--- src/tpdf_dither_quantizer_top_defines.svh ---
// Assertion macros used by the quantiser RTL.
// Each macro takes a label, the clock, the active-low reset and two expressions.
`ifndef TPDF_DITHER_QUANTIZER_TOP_DEFINES_SVH
`define TPDF_DITHER_QUANTIZER_TOP_DEFINES_SVH

`ifndef SYNTHESIS

// The consequent must hold in the same cycle as the antecedent.
`define TDQ_ASSERT_SAME(label, clk, rst_n, ante, cons) \
	label: assert property (@(posedge clk) disable iff (!rst_n) (ante) |-> (cons)) \
		else $error("tdq assertion failed");

// The consequent must hold in the cycle after the antecedent.
`define TDQ_ASSERT_NEXT(label, clk, rst_n, ante, cons) \
	label: assert property (@(posedge clk) disable iff (!rst_n) (ante) |=> (cons)) \
		else $error("tdq assertion failed");

`else

`define TDQ_ASSERT_SAME(label, clk, rst_n, ante, cons)
`define TDQ_ASSERT_NEXT(label, clk, rst_n, ante, cons)

`endif

`endif

--- src/tdq_pkg.sv ---
`timescale 1ns / 1ps

package tdq_pkg;

	// Linear congruential generator.
	localparam logic [31:0] LCG_MUL  = 32'd1664525;
	localparam logic [31:0] LCG_ADD  = 32'd1013904223;
	localparam logic [31:0] LCG_SEED = 32'h2545F491;

	// Output width selection held in the configuration register.
	localparam logic MODE_16 = 1'b0;
	localparam logic MODE_24 = 1'b1;

	// Left shifts that take a Q3.28 sample into units of 2^-24 output LSB.
	localparam int SHIFT_16 = 11;
	localparam int SHIFT_24 = 19;

	// Width of the internal sum and of the floored quotient.
	localparam int SUM_W = 53;
	localparam int QUO_W = SUM_W - 24;

	localparam logic signed [SUM_W-1:0] HALF_LSB = SUM_W'(64'sd8388608);

	localparam logic signed [QUO_W-1:0] MAX_16 = QUO_W'(32'sd32767);
	localparam logic signed [QUO_W-1:0] MIN_16 = QUO_W'(-32'sd32768);
	localparam logic signed [QUO_W-1:0] MAX_24 = QUO_W'(32'sd8388607);
	localparam logic signed [QUO_W-1:0] MIN_24 = QUO_W'(-32'sd8388608);

	typedef enum logic [1:0] {
		ST_IDLE,
		ST_DRAW_A,
		ST_DRAW_B,
		ST_FINISH
	} tdq_state_t;

endpackage

--- src/tdq_channels.sv ---
`timescale 1ns / 1ps

// Input sample channel.
interface tdq_sample_if;
	logic               valid;
	logic               ready;
	logic signed [31:0] sample_in;
	logic               last_in_block;

	modport source(output valid, output sample_in, output last_in_block, input ready);
	modport sink(input valid, input sample_in, input last_in_block, output ready);
endinterface

// Result channel.
interface tdq_result_if;
	logic               valid;
	logic               ready;
	logic signed [23:0] quantized_sample;
	logic               last_out;

	modport source(output valid, output quantized_sample, output last_out, input ready);
	modport sink(input valid, input quantized_sample, input last_out, output ready);
endinterface

// Configuration write channel for the single output width register.
interface tdq_cfg_if;
	logic valid;
	logic ready;
	logic data;

	modport source(output valid, output data, input ready);
	modport sink(input valid, input data, output ready);
endinterface

--- src/tdq_lcg.sv ---
`timescale 1ns / 1ps

// Noise generator word with its multiply-add unit, stepped once per strobe.
module tdq_lcg
	import tdq_pkg::*;
(
	input  logic        clk,
	input  logic        arst_n,
	input  logic        step,
	output logic [31:0] word
);

	logic [31:0] gen_q;
	logic [31:0] gen_next;

	assign gen_next = 32'(gen_q * LCG_MUL) + LCG_ADD;

	always_ff @(posedge clk or negedge arst_n) begin
		if (!arst_n) begin
			gen_q <= LCG_SEED;
		end else if (step) begin
			gen_q <= gen_next;
		end
	end

	assign word = gen_q;

endmodule

--- src/tpdf_dither_quantizer_top.sv ---
// TPDF dither quantiser. Each beat on the sample channel carries one signed Q3.28
// audio sample (1.0 is full scale) and a last-of-block flag; for each one the block
// returns one beat holding the sample scaled to 16 or 24 bits, with triangular dither
// of plus or minus one LSB and half an LSB added, floored and saturated to the signed
// range of that width (16-bit results are sign-extended to the 24-bit field), and the
// flag copied through. The dither comes from a 32-bit linear congruential generator,
// seeded 0x2545F491 at reset and stepped twice per sample through a single
// multiply-add unit. After the sample beat is accepted, states DRAW_A and DRAW_B
// each take one generator step in the shared multiplier, and state FINISH does the
// wide add, floor and saturation into the output register. The next sample is taken
// only in idle, after FINISH, so a new sample is never taken while the last one is
// still being worked on. A finished result may wait in the output register while
// the next sample is taken in and worked on; the next result then waits until the
// previous one has been taken, and the input stays stalled meanwhile. The output
// width is written through the configuration channel, which is always ready, and
// must only be changed while no sample is in flight.
`timescale 1ns / 1ps

`include "tpdf_dither_quantizer_top_defines.svh"

module tpdf_dither_quantizer_top
	import tdq_pkg::*;
(
	input  logic        clk,
	input  logic        arst_n,
	tdq_sample_if.sink  sample_ch,
	tdq_result_if.source result_ch,
	tdq_cfg_if.sink     cfg_ch
);

	// Sequencer state and the strobes it raises.
	tdq_state_t state_q;
	tdq_state_t state_next;
	logic       take_sample;
	logic       gen_step;
	logic       load_a;
	logic       load_result;

	// Captured sample, first dither draw and configuration.
	logic signed [31:0] sample_q;
	logic               last_q;
	logic [23:0]        draw_a_q;
	logic               mode_q;

	// Output register.
	logic               res_valid_q;
	logic signed [23:0] res_sample_q;
	logic               res_last_q;
	logic               res_taken;

	// Arithmetic of the final cycle.
	logic [31:0]              gen_word;
	logic signed [24:0]       dither;
	logic signed [SUM_W-1:0]  sample_ext;
	logic signed [SUM_W-1:0]  scaled;
	logic signed [SUM_W-1:0]  sum;
	logic signed [QUO_W-1:0]  quotient;
	logic signed [QUO_W-1:0]  limit_hi;
	logic signed [QUO_W-1:0]  limit_lo;
	logic signed [QUO_W-1:0]  clamped;

	// The configuration register is always writable.
	assign cfg_ch.ready = 1'b1;

	always_ff @(posedge clk or negedge arst_n) begin
		if (!arst_n) begin
			mode_q <= MODE_16;
		end else if (cfg_ch.valid) begin
			mode_q <= cfg_ch.data;
		end
	end

	// One shared multiply-add serves both generator steps.
	tdq_lcg u_lcg (
		.clk    (clk),
		.arst_n (arst_n),
		.step   (gen_step),
		.word   (gen_word)
	);

	// Next state.
	always_comb begin
		state_next = state_q;
		unique case (state_q)
			ST_IDLE: begin
				if (sample_ch.valid) begin
					state_next = ST_DRAW_A;
				end
			end
			ST_DRAW_A: begin
				state_next = ST_DRAW_B;
			end
			ST_DRAW_B: begin
				state_next = ST_FINISH;
			end
			ST_FINISH: begin
				if (!res_valid_q || result_ch.ready) begin
					state_next = ST_IDLE;
				end
			end
			default: begin
				state_next = ST_IDLE;
			end
		endcase
	end

	// Sequencer outputs.
	always_comb begin
		sample_ch.ready = 1'b0;
		gen_step        = 1'b0;
		load_a          = 1'b0;
		load_result     = 1'b0;
		unique case (state_q)
			ST_IDLE: begin
				sample_ch.ready = 1'b1;
			end
			ST_DRAW_A: begin
				gen_step = 1'b1;
			end
			ST_DRAW_B: begin
				// The word now holds the first draw; capture it and step again.
				gen_step = 1'b1;
				load_a   = 1'b1;
			end
			ST_FINISH: begin
				load_result = !res_valid_q || result_ch.ready;
			end
			default: begin
				sample_ch.ready = 1'b0;
			end
		endcase
	end

	assign take_sample = sample_ch.valid && sample_ch.ready;

	always_ff @(posedge clk or negedge arst_n) begin
		if (!arst_n) begin
			state_q <= ST_IDLE;
		end else begin
			state_q <= state_next;
		end
	end

	always_ff @(posedge clk) begin
		if (take_sample) begin
			sample_q <= sample_ch.sample_in;
			last_q   <= sample_ch.last_in_block;
		end
		if (load_a) begin
			draw_a_q <= gen_word[31:8];
		end
	end

	// In the finishing cycle the generator word holds the second draw. The sum is kept
	// in units of 2^-24 output LSB, so the floor is simply its upper bits.
	always_comb begin
		dither     = $signed({1'b0, draw_a_q}) - $signed({1'b0, gen_word[31:8]});
		sample_ext = SUM_W'(sample_q);
		scaled     = (mode_q == MODE_24) ? (sample_ext <<< SHIFT_24) : (sample_ext <<< SHIFT_16);
		sum        = scaled + SUM_W'(dither) + HALF_LSB;
		quotient   = sum[SUM_W-1:24];
		limit_hi   = (mode_q == MODE_24) ? MAX_24 : MAX_16;
		limit_lo   = (mode_q == MODE_24) ? MIN_24 : MIN_16;
		if (quotient > limit_hi) begin
			clamped = limit_hi;
		end else if (quotient < limit_lo) begin
			clamped = limit_lo;
		end else begin
			clamped = quotient;
		end
	end

	assign res_taken = res_valid_q && result_ch.ready;

	always_ff @(posedge clk or negedge arst_n) begin
		if (!arst_n) begin
			res_valid_q <= 1'b0;
		end else if (load_result) begin
			res_valid_q <= 1'b1;
		end else if (res_taken) begin
			res_valid_q <= 1'b0;
		end
	end

	always_ff @(posedge clk) begin
		if (load_result) begin
			res_sample_q <= clamped[23:0];
			res_last_q   <= last_q;
		end
	end

	assign result_ch.valid            = res_valid_q;
	assign result_ch.quantized_sample = res_sample_q;
	assign result_ch.last_out         = res_last_q;

	// An accepted sample always starts the first generator step next.
	`TDQ_ASSERT_NEXT(a_take_starts_draw, clk, arst_n, take_sample, state_q == ST_DRAW_A)
	// The generator only moves during the two draw steps.
	`TDQ_ASSERT_SAME(a_step_in_draw, clk, arst_n, gen_step,
		state_q == ST_DRAW_A || state_q == ST_DRAW_B)
	// A finished result never overwrites one that has not been taken.
	`TDQ_ASSERT_SAME(a_no_overwrite, clk, arst_n, load_result,
		!res_valid_q || result_ch.ready)
	// In 16-bit mode a held result is a sign-extended 16-bit value.
	`TDQ_ASSERT_SAME(a_range_16, clk, arst_n, res_valid_q && mode_q == MODE_16,
		res_sample_q[23:15] == 9'h000 || res_sample_q[23:15] == 9'h1FF)

endmodule

--- src/flat_wrapper.sv ---
// flat-port wrapper written by rule: the top's interface ports become plain ports
module tpdf_dither_quantizer_top_flat import tdq_pkg::*;
  (clk, arst_n, sample_ch_valid, sample_ch_sample_in, sample_ch_last_in_block, sample_ch_ready, result_ch_valid, result_ch_quantized_sample, result_ch_last_out, result_ch_ready, cfg_ch_valid, cfg_ch_data, cfg_ch_ready);
  tdq_sample_if sample_ch_i ();
  tdq_result_if result_ch_i ();
  tdq_cfg_if cfg_ch_i ();
  input  logic clk;
  input  logic arst_n;
  input wire logic [$bits(sample_ch_i.valid)-1:0] sample_ch_valid;
  input wire logic [$bits(sample_ch_i.sample_in)-1:0] sample_ch_sample_in;
  input wire logic [$bits(sample_ch_i.last_in_block)-1:0] sample_ch_last_in_block;
  output wire logic [$bits(sample_ch_i.ready)-1:0] sample_ch_ready;
  output wire logic [$bits(result_ch_i.valid)-1:0] result_ch_valid;
  output wire logic [$bits(result_ch_i.quantized_sample)-1:0] result_ch_quantized_sample;
  output wire logic [$bits(result_ch_i.last_out)-1:0] result_ch_last_out;
  input wire logic [$bits(result_ch_i.ready)-1:0] result_ch_ready;
  input wire logic [$bits(cfg_ch_i.valid)-1:0] cfg_ch_valid;
  input wire logic [$bits(cfg_ch_i.data)-1:0] cfg_ch_data;
  output wire logic [$bits(cfg_ch_i.ready)-1:0] cfg_ch_ready;
  assign sample_ch_i.valid = sample_ch_valid;
  assign sample_ch_i.sample_in = sample_ch_sample_in;
  assign sample_ch_i.last_in_block = sample_ch_last_in_block;
  assign sample_ch_ready = sample_ch_i.ready;
  assign result_ch_valid = result_ch_i.valid;
  assign result_ch_quantized_sample = result_ch_i.quantized_sample;
  assign result_ch_last_out = result_ch_i.last_out;
  assign result_ch_i.ready = result_ch_ready;
  assign cfg_ch_i.valid = cfg_ch_valid;
  assign cfg_ch_i.data = cfg_ch_data;
  assign cfg_ch_ready = cfg_ch_i.ready;
  tpdf_dither_quantizer_top u_core (.clk(clk), .arst_n(arst_n), .sample_ch(sample_ch_i), .result_ch(result_ch_i), .cfg_ch(cfg_ch_i));
endmodule
--- config.mk ---
export PLATFORM = sky130hd
export DESIGN_NAME = tpdf_dither_quantizer_top_flat
export DESIGN_NICKNAME = d
export VERILOG_FILES = /design/src/tdq_pkg.sv /design/src/tdq_channels.sv /design/src/tdq_lcg.sv /design/src/tpdf_dither_quantizer_top.sv /design/src/flat_wrapper.sv
export VERILOG_INCLUDE_DIRS = /design/src /design/src/src
export SDC_FILE = /design/constraint.sdc
export NUM_CORES = 1
export LEC_CHECK = 0
export ABC_AREA = 1
export BUFFER_PORTS_ARGS = -buffer_cell sky130_fd_sc_hd__buf_4
export CAP_MARGIN = 20
export CORE_MARGIN = 2
export CORE_UTILIZATION = 60
export DETAILED_ROUTE_END_ITERATION = 8
export HOLD_SLACK_MARGIN = 0.12
export PLACE_DENSITY_LB_ADDON = 0.1
export RECOVER_POWER = 25
export SLEW_MARGIN = 20
export SYNTH_ARGS = -nofsm -noshare
export SYNTH_HDL_FRONTEND = slang
export SYNTH_SLANG_ARGS = --single-unit
--- constraint.sdc ---
create_clock -name clk -period 13.8 [get_ports clk]
set_clock_uncertainty 0.2 [all_clocks]
set_input_delay 2.07 -clock clk [delete_from_list [all_inputs] [get_ports clk]]
set_output_delay 2.07 -clock clk [all_outputs]
set_load 0.02 [all_outputs]
# Word level (Yosys, flattened, before mapping)
# Cells that the tools add are included.
# W data, S select, Z words.
[word_totals] register_bits=118 input_bits=39 output_inout_bits=28 elab_cells=43
[classes] n_addsub=4 multipliers=1 order_cmp=2 eq_ne=5 n_mux=14 n_reduce_logical=8
[ops] operator="$add A53 B25 Y53 const B" n=1
[ops] operator="$add A51 B25 Y52" n=1
[ops] operator="$mux W50" n=1
[ops] operator="$mux W24" n=2
[ops] operator="$mux W23" n=2
[ops] operator="$add A32 B30 Y32 const B" n=1
[ops] operator="$mul A32 B21 Y32 const B" n=1
[ops] operator="$gt A29 B24 Y1" n=1
[ops] operator="$lt A29 B24 Y1" n=1
[ops] operator="$sub A24 B24 Y25" n=1
[ops] operator="$pmux W2 S4" n=1
[ops] operator="$mux W1" n=6
[ops] operator="$eq A2 B2 Y1 const B" n=2
[ops] operator="$mux W2" n=2
[ops] operator="$eq A2 B1 Y1 const B" n=1
[ops] operator="$logic_and A1 B1 Y1" n=2
[ops] operator="$logic_not A2 Y1" n=1
[ops] operator="$ne A2 B1 Y1 const B" n=1
[ops] operator="$ne A2 B2 Y1 const B" n=1
[ops] operator="$reduce_and A2 Y1" n=1
[ops] operator="$reduce_bool A2 Y1" n=1
[ops] operator="$reduce_or A2 Y1" n=1
[ops] operator="$logic_not A1 Y1" n=1
[ops] operator="$logic_or A1 B1 Y1" n=1

# Longest topological paths before layout
# Gate-level depths: netlist (run 1).
[logic_depth] ltp_word=6 depth_mapped=58 mapped_depth_nobuf=57

# Modules after synthesis
# From an unflattened synthesis (run 1), not the netlist that was laid out.
[unflattened] hier_cells=2096 area_unflattened_um2=16654.7
[by_module_without_submodules] module="tdq_lcg" n_inst=1 cells_each=1089 area_each_um2=8831.0 seq_area_each_um2=818.3
[by_module_without_submodules] module="tpdf_dither_quantizer_top" n_inst=1 cells_each=1007 area_each_um2=7823.8 seq_area_each_um2=2562.5

# Worst setup path after synthesis (run 1)
# OpenSTA, ideal clock, no wires.
[synth_path] path_type="register -> register" start="reg u_core.u_lcg.gen_q[10], in the netlist u_core.u_lcg.word[10]" end="reg u_core.res_sample_q[15], in the netlist u_core.result_ch.quantized_sample[15], data pin" setup_ps=261 arrival_time_ps=8101 required_time_ps=13339 setup_slack_ps=5238 path_stages_with_launch=53 n_path_buf=0 synth_period_minus_slack_ps=8562 cell_sequence="dfstp_2 > inv_1 > ha_1 > a21oi_1 > o21ai_1 > nand2_1 > nand3_1 > nand3_1 > nand2_1 > a21oi_1 > o21bai_1 > nand2_1 > inv_1 > or2_2 > a21oi_1 > o21bai_1 > a21oi_1 > o21bai_1 > (+17 left out) > nand2_1 > nor3_1 > xor2_1 > inv_1 > ha_1 > nand2_1 > inv_1 > nand4_1 > nor2_1 > nand3_1 > nor2_1 > nand3_1 > nor3_1 > nand4_1 > nand2_1 > nand2_2 > nand3_1 > nand2_1"
[synth_via] elab_chain_len=6 elab_cells_between_ends=7 classes_between="add/sub: 3; order compare: 2; mux: 2"
[synth_lines] item="start: declaration" line="tdq_lcg.sv:13" source="logic [31:0] gen_q;"
[synth_lines] item="start signal: assignment" line="tdq_lcg.sv:22" source="gen_q <= gen_next;"
[synth_lines] item="$sub A24 B24 Y25 (*)" line="tpdf_dither_quantizer_top.sv:157" source="dither = $signed({1'b0, draw_a_q}) - $signed({1'b0, gen_word[31:8]});"
[synth_lines] item="$add A51 B25 Y52 (*)" line="tpdf_dither_quantizer_top.sv:160" source="sum = scaled + SUM_W'(dither) + HALF_LSB;"
[synth_lines] item="$add A53 B25 Y53 (*)" line="tpdf_dither_quantizer_top.sv:160"
[synth_lines] item="$lt A29 B24 Y1" line="tpdf_dither_quantizer_top.sv:166" source="end else if (quotient < limit_lo) begin"
[synth_lines] item="$mux W24" line="tpdf_dither_quantizer_top.sv:166"
[synth_lines] item="$mux W24 (*)" line="tpdf_dither_quantizer_top.sv:164" source="if (quotient > limit_hi) begin"
[synth_lines] item="net u_core.clamped[15]" line="tpdf_dither_quantizer_top.sv:60" source="logic signed [QUO_W-1:0] clamped;"
[synth_lines] item="end signal: assignment" line="tpdf_dither_quantizer_top.sv:187" source="res_sample_q <= clamped[23:0];"
[synth_lines] item="end: declaration" line="tpdf_dither_quantizer_top.sv:47" source="logic signed [23:0] res_sample_q;"
# Mark *: on every way through the listed nets, which the timed path passes. The rest lies on a longest branch.
# A chain may end at the register's enable or synchronous reset.

# Worst setup path after layout (run 1)
[layout_path] start="reg u_core.u_lcg.gen_q[18], in the netlist u_core.u_lcg.word[18]" end="reg u_core.res_sample_q[22], in the netlist u_core.result_ch.quantized_sample[22], data pin"
# Same word-level chain as after synthesis.

==> flow_summary.json, run 1 <==
{
  "drc": 2,
  "grt_pass1_vias": 12530,
  "finalSetupTns_ns": 0,
  "post_cts_buffers": 0,
  "cts.path.max_buffers": 2,
  "die_h_um": 165.3,
  "fin_nets": 2358,
  "instances_no_fill": 2288,
  "startpoint_type": "flop",
  "period_minus_slack_ns": 9.180,
  "r2r-start": "u_core.u_lcg.word[18]$_DFFE_PN1P_",
  "hpwl_um": 32800,
  "routedWlPerCell_um": 17.10,
  "cts_buffers": 17,
  "yosysSeqAreaShare": 0.2166,
  "arrival_ns": 9.15,
  "utilization": 0.6634,
  "clk_latency_ns": 0.43,
  "syn-cell-area_um2": 15610,
  "gr-total-overflow": 0,
  "clk_pin_slew_ns": 0.06,
  "synth_edf_count": 82,
  "r2r_cells": 52,
  "cts_tree": "yes",
  "start_util": 0.6059,
  "antenna_found_initial": 0,
  "setup_viol": 0,
  "worst_pin_slew_ns": 1.091,
  "dr.first_iter.drc_count": 787,
  "die_x_um": 165.3,
  "critPathMaxStageDelay_ns": 0.71,
  "critical_path_class": "flop to flop",
  "cap_violations": 0,
  "synth_ff_type": "edfxtp_1",
  "place_inst": 2255,
  "ys_types": 54,
  "first_pass_iters": 9,
  "io_pins": 67,
  "cts_resized": 0,
  "syn-instance-count": 1869,
  "clock_sinks": 118,
  "gp_congestion": 0.9483,
  "maxSlewHeadroom": 0.2724,
  "worst_setup_path_endpoint": "u_core.result_ch.quantized_sample[22]$_DFFE_PP_",
  "detail-route-antenna-nets": 0,
  "hold_class": "flop to flop",
  "grt_usage": 0.3015,
  "place.port_buffers": 65,
  "holdWs_ns": 0.2286,
  "hold_viol": 0,
  "syn2layout_area_growth_pct": 9.490,
  "ys.warnings.count": 0,
  "synth_nets": 2287,
  "synth_seq_cells": 118,
  "run_status": "finished with violations",
  "cp-end-kind": "flop",
  "crit_required_ns": 13.77,
  "r2r-end": "u_core.result_ch.quantized_sample[22]$_DFFE_PP_",
  "cpMostUsedCell": "nand2_1",
  "crit_fanout": 27,
  "r2r_slack_ns": 4.62,
  "antenna_cells": 0,
  "vias": 12370,
  "cts_hold_buf": 0,
  "htree_levels": 4,
  "core_area_um2": 25760,
  "max_freq_mhz": 108.9,
  "cts_root_buf": "clkbuf_16",
  "rsz0062_at_grt": "no",
  "layout-drive-gt1-share": 0.08295,
  "violations": "design-rule violations",
  "async_flop_share": 0.3051,
  "rows": 59,
  "drt_wl_total_um": 39110,
  "viasPerCell": 5.406,
  "period_share": 0.6652,
  "grt_first_pass_wirelength_um": 62580,
  "die_area_um2": 27320,
  "cpMaxStageDelayCell": "dfstp_1",
  "finalMaxSlewViolations": 0,
  "cp-startpoint": "u_core.u_lcg.word[18]$_DFFE_PN1P_",
  "avgSynthCellArea_um2": 8.352,
  "grt_max_degree": 53
}
## registers in the layout (all words and copies together), names as in the netlist, 2 cells and up
register / cells
u_core.u_lcg.word: 32
u_core.state_q: 2
u_core.sample_q: 32
u_core.draw_a_q: 24
u_core.result_ch.quantized_sample: 24
## cell usage after synthesis (all sizes together), types with 14 or more instances
| cell | count | area share |
|---|---|---|
| a21oi | 113 | 0.036 |
| a31oi | 16 | 0.0064 |
| dfrtp | 22 | 0.035 |
| dfstp | 14 | 0.024 |
| edfxtp | 82 | 0.16 |
| fa | 139 | 0.18 |
| ha | 240 | 0.19 |
| inv | 373 | 0.090 |
| nand2 | 371 | 0.093 |
| nand3 | 54 | 0.019 |
| nand4 | 20 | 0.0090 |
| nor2 | 143 | 0.037 |
| nor3 | 16 | 0.0055 |
| o21ai | 106 | 0.034 |
| xnor2 | 33 | 0.019 |
| xor2 | 52 | 0.031 |
## critical path, delay by kind of cell (launching register included)
kind | cells | cell delay (ns)
compound gates | 14 | 2.39
buf+inv | 8 | 0.87
simple gates | 25 | 2.97
flops | 1 | 0.71
xor+xnor | 2 | 0.78
fa+ha+maj | 3 | 0.94
## placed cells by master, fill, tap and decap left out, types with 3 or more instances in the layout
master and count:
inv_1 361, nand2_1 358, ha_1 240, fa_1 139, nor2_1 130, a21oi_1 112, o21ai_0 97, edfxtp_1 82
buf_4 56, nand3_1 51, xor2_1 49, xnor2_1 33, dfrtp_1 22, nand4_1 19, clkbuf_16 19, nor3_1 15
a31oi_1 15, clkbuf_4 13, inv_2 12, dfstp_1 12, nor2_2 11, nand2_2 10, o21bai_1 10, o21ai_1 8
o21a_1 6, nand3b_1 6, or2_2 6, clkinv_4 5, nor4_1 4, a21o_1 3, o22ai_1 3
## metrics by stage
| stage | setup slack, ns | cell area [µm²] |
|---|---|---|
| 6_report | 4.620 | 17090 |
| 5_1_grt | 3.729 | 17090 |
| 4_1_cts | 4.862 | 17060 |
| 3_5_place_dp | 4.920 | 16460 |
| 3_3_place_gp | 5.162 | 16460 |
| 2_1_floorplan | 5.238 | 15610 |
## kinds of logic (layout without fill, tap and decap cells)
logic type,after synthesis,after routing,synth area share
xor+xnor,85,85,0.04986
simple gates,625,625,0.1729
other cells,1,1,0.0002402
flops,118,118,0.2166
compound gates,269,269,0.09362
buf+inv,392,476,0.09618
fa+ha+maj,379,379,0.3706
## per-layer routing
metal	vias up	wire, µm	track usage
met3	89	1344	0.04496
met2	296	20180	0.5453
met4	0	1484	0.1140
li1	6139	-	-
met1	5845	16110	0.3627
met5	-	0	0
## area by class of cell
cell class / count / area, µm²
Timing Repair Buffer: 70 / 545.5
Fill cell: 2236 / 8672
Multi-Input combinational cell: 1359 / 10740
Tap cell: 335 / 419.2
Clock buffer: 20 / 489.2
Sequential cell: 118 / 3381
Inverter: 374 / 1404
Clock inverter: 12 / 115.1
## how the worst min path moves through the flow
| stage | from | endpoint | cells past startpoint | slack [ns] |
|---|---|---|---|---|
| after floorplan | u_core.last_q$_DFFE_PP_ | u_core.result_ch.last_out$_DFFE_PP_ | 0 | 0.20 |
| after global placement | u_core.last_q$_DFFE_PP_ | u_core.result_ch.last_out$_DFFE_PP_ | 0 | 0.20 |
| after detailed placement | u_core.last_q$_DFFE_PP_ | u_core.result_ch.last_out$_DFFE_PP_ | 0 | 0.22 |
| after CTS | u_core.last_q$_DFFE_PP_ | u_core.result_ch.last_out$_DFFE_PP_ | 0 | 0.23 |
| after global routing | u_core.last_q$_DFFE_PP_ | u_core.result_ch.last_out$_DFFE_PP_ | 0 | 0.25 |
| final | u_core.last_q$_DFFE_PP_ | u_core.result_ch.last_out$_DFFE_PP_ | 0 | 0.23 |
Power of run 1 is not shown: default switching activity piles up to over one toggle a cycle in this logic, so the estimate is an artifact.
==> inputs of run 2 (changes only) <==
==> constraint.sdc (replaced) <==
create_clock -name clk -period 8.9 [get_ports clk]
set_clock_uncertainty 0.2 [all_clocks]
set_input_delay 1.335 -clock clk [delete_from_list [all_inputs] [get_ports clk]]
set_output_delay 1.335 -clock clk [all_outputs]
set_load 0.02 [all_outputs]
==> run 2 against run 1 <==
The run ends with max-capacitance violations, max-slew violations left. Critical path depth did not move. Count of clock-buffer cells in the layout fell by 2. Utilization grew 1.1 points. First-iteration DRC count rose by 1.1%. Critical endpoint is now u_core.result_ch.quantized_sample[1]$_SDFFCE_PN1P_. Highest routed layer unchanged.
==> flow_summary.json, run 2 (synthesis gave the netlist of run 1 again) <==
{
  "run_status": "finished with violations",
  "cap_violations": 1,
  "setup_viol": 0,
  "place.port_buffers": 65,
  "period_minus_slack_ns": 8.288,
  "routedWlPerCell_um": 17.05,
  "cts.path.max_buffers": 2,
  "gr-total-overflow": 0,
  "arrival_ns": 8.26,
  "finalMaxSlewViolations": 37,
  "r2r-start": "u_core.u_lcg.word[10]$_DFFE_PN1P_",
  "antenna_cells": 0,
  "r2r-end": "u_core.result_ch.quantized_sample[1]$_SDFFCE_PN1P_",
  "clk_latency_ns": 0.43,
  "gp_congestion": 0.9620,
  "critical_path_class": "flop to flop",
  "drc": 0,
  "grt_first_pass_wirelength_um": 62700,
  "die_h_um": 165.3,
  "max_freq_mhz": 120.7,
  "final_cell_mix": "inv_1 (359), nand2_1 (355), ha_1 (231), fa_1 (139), nor2_1 (124)",
  "htree_levels": 4,
  "nFillCells": 2216,
  "top_usage_layer": "met2",
  "die_area_um2": 27320,
  "period_share": 0.9313,
  "met1_usage": 0.3679,
  "cpMostUsedCell": "nand2_1",
  "vias": 12560,
  "critPathMaxStageDelay_ns": 0.57,
  "hold_path_startpoint": "u_core.last_q$_DFFE_PP_",
  "antenna_found_initial": 0,
  "worst_pin_slew_ns": 2.340,
  "clk_pin_slew_ns": 0.06,
  "instances_no_fill": 2306,
  "fin_nets": 2376,
  "grt_usage": 0.2998,
  "die_x_um": 165.3,
  "hold_viol": 0,
  "hold_end": "u_core.result_ch.last_out$_DFFE_PP_",
  "syn2layout_area_growth_pct": 11.38,
  "first_pass_iters": 5,
  "dr.first_iter.drc_count": 796,
  "final_common_cell": "inv_1",
  "met3_usage": 0.03896,
  "maxSlewHeadroom": -0.5603,
  "hpwl_um": 32600,
  "grtUsageMet2": 0.5477,
  "grt_max_degree": 53,
  "detail-route-antenna-nets": 0,
  "whs_path_depth": 0,
  "cts_tree": "yes",
  "violations": "max-capacitance violations, max-slew violations",
  "layout-drive-gt1-share": 0.1101,
  "r2r_slack_ns": 0.61,
  "cts_hold_buf": 0,
  "startpoint_type": "flop",
  "utilization": 0.6749,
  "start_util": 0.6059,
  "cts_root_buf": "clkbuf_16",
  "hold_class": "flop to flop",
  "io_pins": 67,
  "clock_sinks": 118,
  "viasPerCell": 5.447,
  "r2r_cells": 52,
  "cpMaxStageDelayCell": "dfstp_2",
  "place_inst": 2266,
  "drt_wl_total_um": 39320,
  "cts_buffers": 17,
  "crit_required_ns": 8.87,
  "rows": 59,
  "cp-end-kind": "flop",
  "crit_fanout": 14,
  "core_area_um2": 25760,
  "grt_pass1_vias": 12620
}
-- run 2: per-layer routing --
metal  vias up  share of wire
met4         0          0.031
met1      6011           0.41
li1       6177              -
met2       295           0.52
met5         -              0
met3        78          0.038
-- run 2: worst max-delay path by stage --
stage	start	to	slack (ns)
2_1_floorplan	u_core.u_lcg.word[10]$_DFFE_PN1P_	u_core.result_ch.quantized_sample[15]$_DFFE_PP_	0.34
3_3_place_gp	u_core.u_lcg.word[10]$_DFFE_PN1P_	u_core.result_ch.quantized_sample[15]$_DFFE_PP_	0.34
3_5_place_dp	u_core.u_lcg.word[10]$_DFFE_PN1P_	u_core.result_ch.quantized_sample[17]$_DFFE_PP_	0.18
4_1_cts	u_core.u_lcg.word[10]$_DFFE_PN1P_	u_core.result_ch.quantized_sample[1]$_SDFFCE_PN1P_	0.03
5_1_grt	u_core.u_lcg.word[13]$_DFFE_PN1P_	u_core.result_ch.quantized_sample[6]$_SDFFCE_PN1P_	-0.04
6_report	u_core.u_lcg.word[10]$_DFFE_PN1P_	u_core.result_ch.quantized_sample[1]$_SDFFCE_PN1P_	0.61
-- run 2: critical path, delay by kind of cell (launching register included) --
kind / cells / cell delay, ns
AND/OR/NAND/NOR: 23 / 2.67
AO/OA/AOI/OAI: 16 / 2.27
adder cells (fa/ha/maj): 3 / 0.95
buffers and inverters: 8 / 0.75
XOR/XNOR: 2 / 0.64
flip-flops: 1 / 0.57
-- run 2: final cells by class --
type	instances	area [µm²]	share of cell area
repair buffers	87	660.6	0.03800
clock buffers	18	429.2	0.02468
flip-flops and latches	118	3381	0.1944
multi-input cells	1360	10940	0.6294
inverters	374	1404	0.08074
well taps	335	419.2	0.02411
clock inverters	14	150.1	0.008636
-- run 2: what timing repair did --
item,CTS,global route
gates resized for setup,0,44
endpoints found under the setup margin,0,23
setup buffers,0,5
-- run 2: stage by stage --
stage	area (µm²)	TNS [ns]	hold WS [ns]	worst slack, ns
after floorplan	15610	0	0.2003	0.3385
after global placement	16550	0	0.2053	0.3442
after detailed placement	16550	0	0.2097	0.1767
after CTS	17130	0	0.2197	0.03351
after global routing	17390	-0.3448	0.2344	-0.03598
final	17390	0	0.2171	0.6117
Power of run 2 is left out for the same reason.
